## config.mk

```make
export PLATFORM = sky130hd
export DESIGN_NAME = modular_inverse
export DESIGN_NICKNAME = d
export VERILOG_FILES = /design/src/sv/mi_pkg.sv /design/src/sv/mi_divstep.sv /design/src/sv/modular_inverse.sv
export SDC_FILE = /design/constraint.sdc
export NUM_CORES = 1
export LEC_CHECK = 0
export BUFFER_PORTS_ARGS = -buffer_cell sky130_fd_sc_hd__buf_4
export CORE_MARGIN = 3
export CORE_UTILIZATION = 60
export CTS_CLUSTER_DIAMETER = 150
export DETAILED_ROUTE_END_ITERATION = 10
export PLACE_DENSITY = 0.88
export SLEW_MARGIN = 20
export SYNTH_ARGS = -nofsm -noshare
export SYNTH_HDL_FRONTEND = slang
export SYNTH_HIERARCHICAL = 1
export SYNTH_SLANG_ARGS = --single-unit
export TNS_END_PERCENT = 100
```

## constraint.sdc

```tcl
create_clock -name clk -period 14.2 [get_ports clk]
set_clock_uncertainty 0.15 [all_clocks]
set_input_delay 0 -clock clk [delete_from_list [all_inputs] [get_ports clk]]
set_output_delay 0 -clock clk [all_outputs]
set_load 0.02 [all_outputs]
```

## src/sv/mi_pkg.sv

```systemverilog
// Shared types of the modular inverse block.
package mi_pkg;

  // Status of the shared divide / multiply-accumulate unit
  typedef struct packed {
    logic busy;   // a division is in progress
    logic done;   // division finished, results valid this cycle
  } div_status_t;

endpackage

```

## src/sv/mi_divstep.sv

```systemverilog
// Shared restoring divider that also accumulates quotient times a multiplicand.
module mi_divstep #(
  parameter int OPERAND_BITS = 31
) (
  input  logic                    clk,
  input  logic                    rst_n,
  input  logic                    go,
  input  logic [OPERAND_BITS-1:0] dividend,
  input  logic [OPERAND_BITS-1:0] divisor,
  input  logic [OPERAND_BITS-1:0] multiplicand,
  output mi_pkg::div_status_t     status,
  output logic [OPERAND_BITS-1:0] remainder,
  output logic [OPERAND_BITS:0]   product
);

  localparam int CntW = $clog2(OPERAND_BITS + 1);
  localparam logic [CntW-1:0] StepsInit = CntW'(OPERAND_BITS);
  localparam logic [CntW-1:0] CntOne    = CntW'(1);

  logic [CntW-1:0]         cnt_r, cnt_nxt;
  logic                    busy_r, busy_nxt;
  logic                    done_r, done_nxt;
  logic [OPERAND_BITS-1:0] dvd_r, dvd_nxt;
  logic [OPERAND_BITS-1:0] dvs_r, dvs_nxt;
  logic [OPERAND_BITS-1:0] mcd_r, mcd_nxt;
  logic [OPERAND_BITS-1:0] rem_r, rem_nxt;
  logic [OPERAND_BITS:0]   acc_r, acc_nxt;
  logic [OPERAND_BITS:0]   trial;
  logic [OPERAND_BITS:0]   diff;
  logic                    ge;

  // One quotient bit: shift in next dividend bit, trial subtract
  assign trial = {rem_r, dvd_r[OPERAND_BITS-1]};
  assign diff  = trial - {1'b0, dvs_r};
  assign ge    = (trial >= {1'b0, dvs_r});

  always_comb begin
    cnt_nxt  = cnt_r;
    busy_nxt = busy_r;
    done_nxt = 1'b0;
    dvd_nxt  = dvd_r;
    dvs_nxt  = dvs_r;
    mcd_nxt  = mcd_r;
    rem_nxt  = rem_r;
    acc_nxt  = acc_r;
    if (go) begin
      // load operands, clear partial remainder and product
      cnt_nxt  = StepsInit;
      busy_nxt = 1'b1;
      dvd_nxt  = dividend;
      dvs_nxt  = divisor;
      mcd_nxt  = multiplicand;
      rem_nxt  = '0;
      acc_nxt  = '0;
    end else if (busy_r) begin
      // advance one bit: remainder update and shift-add of the product
      dvd_nxt = {dvd_r[OPERAND_BITS-2:0], 1'b0};
      rem_nxt = ge ? diff[OPERAND_BITS-1:0] : trial[OPERAND_BITS-1:0];
      acc_nxt = {acc_r[OPERAND_BITS-1:0], 1'b0} + (ge ? {1'b0, mcd_r} : '0);
      cnt_nxt = cnt_r - CntOne;
      if (cnt_r == CntOne) begin
        busy_nxt = 1'b0;
        done_nxt = 1'b1;
      end
    end
  end

  always_ff @(posedge clk) begin
    if (!rst_n) begin
      cnt_r  <= '0;
      busy_r <= 1'b0;
      done_r <= 1'b0;
    end else begin
      cnt_r  <= cnt_nxt;
      busy_r <= busy_nxt;
      done_r <= done_nxt;
    end
  end

  always_ff @(posedge clk) begin
    dvd_r <= dvd_nxt;
    dvs_r <= dvs_nxt;
    mcd_r <= mcd_nxt;
    rem_r <= rem_nxt;
    acc_r <= acc_nxt;
  end

  assign status.busy = busy_r;
  assign status.done = done_r;
  assign remainder   = rem_r;
  assign product     = acc_r;

endmodule

```

## src/sv/modular_inverse.sv

```systemverilog
// Top level of the modular inverse block: Euclid sequencer around the shared divider.
//
// Takes one (value, modulus) beat when start is high and busy is low, and returns
// inverse and no_inverse for exactly one cycle marked by out_valid; the receiver
// cannot stall, so every result must be captured in that cycle. The first step
// reduces value modulo modulus, then each extended Euclid step runs one division
// through the shared bit-serial divider, so an item takes longer the more quotient
// steps it needs. busy stays high from acceptance until the result is shown. A
// modulus of zero or operands that share a factor give no_inverse with inverse 0;
// a modulus of one gives inverse 0.
module modular_inverse #(
  parameter int OPERAND_BITS = 31
) (
  input  logic                    clk,
  input  logic                    rst_n,
  input  logic                    start,
  output logic                    busy,
  input  logic [OPERAND_BITS-1:0] in_value,
  input  logic [OPERAND_BITS-1:0] in_modulus,
  output logic                    out_valid,
  output logic [OPERAND_BITS-1:0] out_inverse,
  output logic                    out_no_inverse
);

  localparam logic [2:0] S_IDLE = 3'd0;
  localparam logic [2:0] S_RED  = 3'd1;
  localparam logic [2:0] S_TEST = 3'd2;
  localparam logic [2:0] S_DIV  = 3'd3;
  localparam logic [2:0] S_FIN  = 3'd4;

  localparam logic [OPERAND_BITS-1:0] OpOne = OPERAND_BITS'(1);

  logic [2:0]              state_r, state_nxt;
  logic [OPERAND_BITS-1:0] m_r, m_nxt;
  logic [OPERAND_BITS-1:0] r0_r, r0_nxt;
  logic [OPERAND_BITS-1:0] r1_r, r1_nxt;
  logic [OPERAND_BITS-1:0] mag0_r, mag0_nxt;
  logic [OPERAND_BITS-1:0] mag1_r, mag1_nxt;
  logic                    neg0_r, neg0_nxt;
  logic                    neg1_r, neg1_nxt;
  logic                    valid_r, valid_nxt;
  logic [OPERAND_BITS-1:0] inv_r, inv_nxt;
  logic                    noinv_r, noinv_nxt;

  logic                    div_go;
  logic [OPERAND_BITS-1:0] div_dividend;
  logic [OPERAND_BITS-1:0] div_divisor;
  logic [OPERAND_BITS-1:0] div_mcand;
  mi_pkg::div_status_t     div_status;
  logic [OPERAND_BITS-1:0] div_rem;
  logic [OPERAND_BITS:0]   div_prod;
  logic [OPERAND_BITS:0]   coef_sum;
  logic [OPERAND_BITS-1:0] inv_cand;

  mi_divstep #(
    .OPERAND_BITS(OPERAND_BITS)
  ) u_divstep (
    .clk         (clk),
    .rst_n       (rst_n),
    .go          (div_go),
    .dividend    (div_dividend),
    .divisor     (div_divisor),
    .multiplicand(div_mcand),
    .status      (div_status),
    .remainder   (div_rem),
    .product     (div_prod)
  );

  // New coefficient magnitude: mag0 + q * mag1
  assign coef_sum = div_prod + {1'b0, mag0_r};

  // Fold the signed coefficient into 0 .. modulus-1
  assign inv_cand = (neg0_r && (mag0_r != '0)) ? (m_r - mag0_r) : mag0_r;

  // Sequencer
  always_comb begin
    state_nxt    = state_r;
    m_nxt        = m_r;
    r0_nxt       = r0_r;
    r1_nxt       = r1_r;
    mag0_nxt     = mag0_r;
    mag1_nxt     = mag1_r;
    neg0_nxt     = neg0_r;
    neg1_nxt     = neg1_r;
    valid_nxt    = 1'b0;
    inv_nxt      = inv_r;
    noinv_nxt    = noinv_r;
    div_go       = 1'b0;
    div_dividend = r0_r;
    div_divisor  = r1_r;
    div_mcand    = mag1_r;
    case (state_r)
      S_IDLE: begin
        if (start) begin
          m_nxt = in_modulus;
          if (in_modulus == '0) begin
            // no modulus: gcd test fails on r0 = 0
            r0_nxt    = '0;
            r1_nxt    = '0;
            state_nxt = S_TEST;
          end else begin
            // reduce value modulo modulus first
            r0_nxt       = in_modulus;
            div_go       = 1'b1;
            div_dividend = in_value;
            div_divisor  = in_modulus;
            div_mcand    = '0;
            state_nxt    = S_RED;
          end
        end
      end
      S_RED: begin
        if (div_status.done) begin
          r1_nxt    = div_rem;
          mag0_nxt  = '0;
          mag1_nxt  = OpOne;
          neg0_nxt  = 1'b0;
          neg1_nxt  = 1'b0;
          state_nxt = S_TEST;
        end
      end
      S_TEST: begin
        if (r1_r == '0) begin
          state_nxt = S_FIN;
        end else begin
          div_go    = 1'b1;
          state_nxt = S_DIV;
        end
      end
      S_DIV: begin
        if (div_status.done) begin
          r0_nxt    = r1_r;
          r1_nxt    = div_rem;
          mag0_nxt  = mag1_r;
          mag1_nxt  = coef_sum[OPERAND_BITS-1:0];
          neg0_nxt  = neg1_r;
          neg1_nxt  = ~neg1_r;
          state_nxt = S_TEST;
        end
      end
      S_FIN: begin
        valid_nxt = 1'b1;
        if (r0_r != OpOne) begin
          inv_nxt   = '0;
          noinv_nxt = 1'b1;
        end else begin
          inv_nxt   = (inv_cand >= m_r) ? '0 : inv_cand;
          noinv_nxt = 1'b0;
        end
        state_nxt = S_IDLE;
      end
      default: begin
        state_nxt = S_IDLE;
      end
    endcase
  end

  always_ff @(posedge clk) begin
    if (!rst_n) begin
      state_r <= S_IDLE;
      valid_r <= 1'b0;
    end else begin
      state_r <= state_nxt;
      valid_r <= valid_nxt;
    end
  end

  always_ff @(posedge clk) begin
    m_r     <= m_nxt;
    r0_r    <= r0_nxt;
    r1_r    <= r1_nxt;
    mag0_r  <= mag0_nxt;
    mag1_r  <= mag1_nxt;
    neg0_r  <= neg0_nxt;
    neg1_r  <= neg1_nxt;
    inv_r   <= inv_nxt;
    noinv_r <= noinv_nxt;
  end

  assign busy           = (state_r != S_IDLE);
  assign out_valid      = valid_r;
  assign out_inverse    = inv_r;
  assign out_no_inverse = noinv_r;

`ifndef SYNTHESIS
  // a result beat follows only the final state
  a_valid_after_fin: assert property (@(posedge clk) disable iff (!rst_n)
    out_valid |-> $past(state_r) == S_FIN)
    else $error("result strobe without a finished item");

  // a flagged result carries a zero inverse
  a_noinv_zero: assert property (@(posedge clk) disable iff (!rst_n)
    (out_valid && out_no_inverse) |-> (out_inverse == '0))
    else $error("no_inverse with nonzero inverse");

  // the divider is never busy while the sequencer is idle
  a_unit_idle: assert property (@(posedge clk) disable iff (!rst_n)
    (state_r == S_IDLE) |-> !div_status.busy)
    else $error("divider busy while block idle");

  // an inverse stays below its modulus
  a_inv_range: assert property (@(posedge clk) disable iff (!rst_n)
    (out_valid && !out_no_inverse && (m_r != '0)) |-> (out_inverse < m_r))
    else $error("inverse out of range");
`endif

endmodule

```

==> flow_results.org <==
** Run status
- The run finished with clean final reports.

** Timing
- Across all hold checks on the routed design, the worst slack comes to 57.2 ps.
- Derived from the worst setup path, the maximum achievable clock frequency is between 0.15 and 0.2 GHz.
- The smallest clock period supported by the final layout is computed as 5910 ps.
- Max-slew violation total from the final report :: 0
- Setup repair after global routing left no endpoint under its margin.
- Slew headroom :: 0.344
- Share of the cycle needed by the critical path after routing :: 0.416
- At the pin with the least slew margin, the transition time is 984 ps.
- Setup violations remaining at the end of the flow were counted as 0.
- The count of endpoints failing hold in the final timing report is 0.
- Setup total negative slack on the finished layout was measured at 0 ps.

** Floorplanning
- I/O pin total :: approximately 100
- The die covers 38800 um^2.
- For this configuration, the core starts out at a cell density of 0.613.
- Measured along the y axis, the die boundary spans 197 um.
- Die width :: around 200 um
- Count of standard-cell rows :: 69
- Placeable core region :: 35700 um^2

** Final layout
- In the final layout, the share of cells above drive strength 1 is 0.131.
- Nets@finish :: 2551
- Area growth, synth to finish :: 13.9%
- The repair_antennas step left the layout with diodes totalling 0.
- Once layout is complete, the utilization of the core stands at 0.698.
- Leading cell type in the layout, fill and taps excluded :: sky130_fd_sc_hd__edfxtp_1
- In the layout the commonest cells are sky130_fd_sc_hd__edfxtp_1, sky130_fd_sc_hd__nand2_1, sky130_fd_sc_hd__ha_1, sky130_fd_sc_hd__nor2_1, sky130_fd_sc_hd__a21oi_1.

** Synthesis
- The average instance in the mapped netlist occupies 10.0 um^2.
- During synthesis, Yosys emitted a total of 6 warnings.
- Summing every instance area after synthesis gives 21900 um^2.
- The number of nets in the synthesized netlist is 2414.
- After technology mapping, the gate count stands at 2191.

** Drt
- The final layout contains routed wiring with a total length of 66100 um.
- Dividing the detail-routed wire length by the instance count gives 23.5 um.
- In this run, the number of DRC markers left after iteration 0 of detailed routing was 2549.
- Count of TritonRoute iterations in the first routing pass :: 6
- The detailed router put a total of 25100 um of wire on met1.
- Via Count :: 18700
- Wire segments on met2 add up to 29800 um in the final route.
- Top Metal Used :: met5
- In the routed layout, each cell is associated on average with a via count of 6.64.
- Final antenna-violating net count :: 0
- In the detailed route, the total length drawn on met3 is 7380 um.
- DR DRC count :: 0

** GRT
- Via count of the first global-routing pass :: 18100
- For this run, the total global-route usage over all layers was measured as 0.336.
- The initial antenna violation count was 2.
- Entering global routing, the biggest net connects 70 pins.
- Global-route wire length before repair :: 102000 um
- Summed over all layers, the global routing overflow is 0.

** CTS
- Clock buffer depth :: 3
- CTS H-tree depth :: 2
- Once the clock tree was built, the setup fixing pass inserted 0 buffers.
- At the later pin of the worst-skew pair, clock insertion delay measures 580 ps.
- TritonCTS built the clock tree.
- Clock Sinks :: between 300 and 400
- In this run the clock root is driven by a sky130_fd_sc_hd__clkbuf_16.
- Clock-pin transition on the worst setup and hold timing paths :: 60 ps
- TritonCTS created 39 clock buffers.

** Pwr
- Dividing total power by cell area gives a power density of 107 nW/um^2.
- Summed over all cells, the static leakage comes to 10.5 nW.
- Across the VDD grid, the largest voltage drop is 0.107 mV.

** Placed design
- Summed over all nets, the half-perimeter wirelength after detailed placement is 44400 um.
- In this run the tool buffered the top-level ports with 98 buffer cells.
- Routability-driven placement finished with a final weighted congestion of 0.983.

** Job
- Maximum Capacitance Violations :: 0

** Critical path
- Arrival time of the worst setup path :: 6160 ps
- The critical path is of the flip-flop to flip-flop type.
- Of all nets on the critical path, the largest fanout is 13.
- STA classifies the critical path startpoint as a flip-flop.
- For the worst setup path, the data required time is 14460 ps.
- The worst setup path is captured at a flip-flop.

** Min path
- Type of the most critical hold path :: input port to flip-flop
-- report_power, final --
part	switching (W)	total, W	internal (W)
Sequential	0.0000377	0.00122	0.00118
Clock	0.000441	0.00102	0.000575
Combinational	0.000262	0.000445	0.000183
-- registers in the layout (all words and copies together) (netlist names), 3 cells and up --
register / flops
m_r: 31
u_divstep/cnt_r: 5
r0_r: 31
r1_r: 31
mag0_r: 31
u_divstep/dvd_r: 31
u_divstep/product: 31
u_divstep/remainder: 31
state_r: 3
u_divstep/dvs_r: 31
u_divstep/mcd_r: 31
mag1_r: 31
out_inverse: 31
-- through the flow --
stage	instance area (um^2)	instances	worst slack, ps	total power, W
finish	25000	2814	8290	0.00268
global route	25000	2814	7830	0.00276
CTS	25000	2814	8450	0.00265
detailed placement	23100	2684	8460	0.00164
global placement	23100	2684	8620	0.00162
floorplan	21900	2191	5470	0.00152
-- layer usage --
metal	GRT usage	up-vias
met4	0.159	4
met3	0.0641	280
li1	-	8292
met2	0.533	1303
met1	0.450	8798
met5	0	-
-- worst paths after layout --
kind | cells after the start | startpoint | slack (ps) | endpoint
min | 2 | in_modulus[23] | 60 | m_r[23]
max reg2reg | 20 | u_divstep/dvs_r[7] | 8290 | u_divstep/product[29]
min reg2reg | 2 | u_divstep/remainder[2] | 340 | u_divstep/remainder[2]
max | 20 | u_divstep/dvs_r[7] | 8290 | u_divstep/product[29]
-- timing repair --
| action | in CTS | in global routing |
|---|---|---|
| endpoints found under the hold margin | 135 | 0 |
| resized for setup | 0 | 0 |
| hold buffers | 64 | 0 |
-- layout make-up --
class	count	area (um^2)
Tap cell	461	577
Inverter	130	488
Timing Repair Buffer	181	1520
Clock inverter	15	144
Clock buffer	51	1080
Fill cell	2389	10800
Multi-Input combinational cell	1621	11200
Sequential cell	355	9930
-- critical path, cell delays in order, from the launching register on --
cell and delay (ps):
sky130_fd_sc_hd__edfxtp_1 340, sky130_fd_sc_hd__inv_1 50, sky130_fd_sc_hd__ha_1 370, sky130_fd_sc_hd__a21oi_1 200, sky130_fd_sc_hd__o21ai_1 140, sky130_fd_sc_hd__a211oi_1 290
sky130_fd_sc_hd__a21oi_1 170, sky130_fd_sc_hd__o31a_1 330, sky130_fd_sc_hd__o31ai_4 690, sky130_fd_sc_hd__nor2b_1 130, sky130_fd_sc_hd__ha_1 280, sky130_fd_sc_hd__fa_1 440
sky130_fd_sc_hd__a211oi_1 410, sky130_fd_sc_hd__o211ai_1 180, sky130_fd_sc_hd__a31oi_1 470, sky130_fd_sc_hd__nor3_1 110, sky130_fd_sc_hd__nor4b_1 430, sky130_fd_sc_hd__o31ai_1 140
sky130_fd_sc_hd__a21oi_1 190, sky130_fd_sc_hd__xor2_1 140, sky130_fd_sc_hd__o21ai_0 80
No activity file was read; power rests on OpenSTA's default activity.
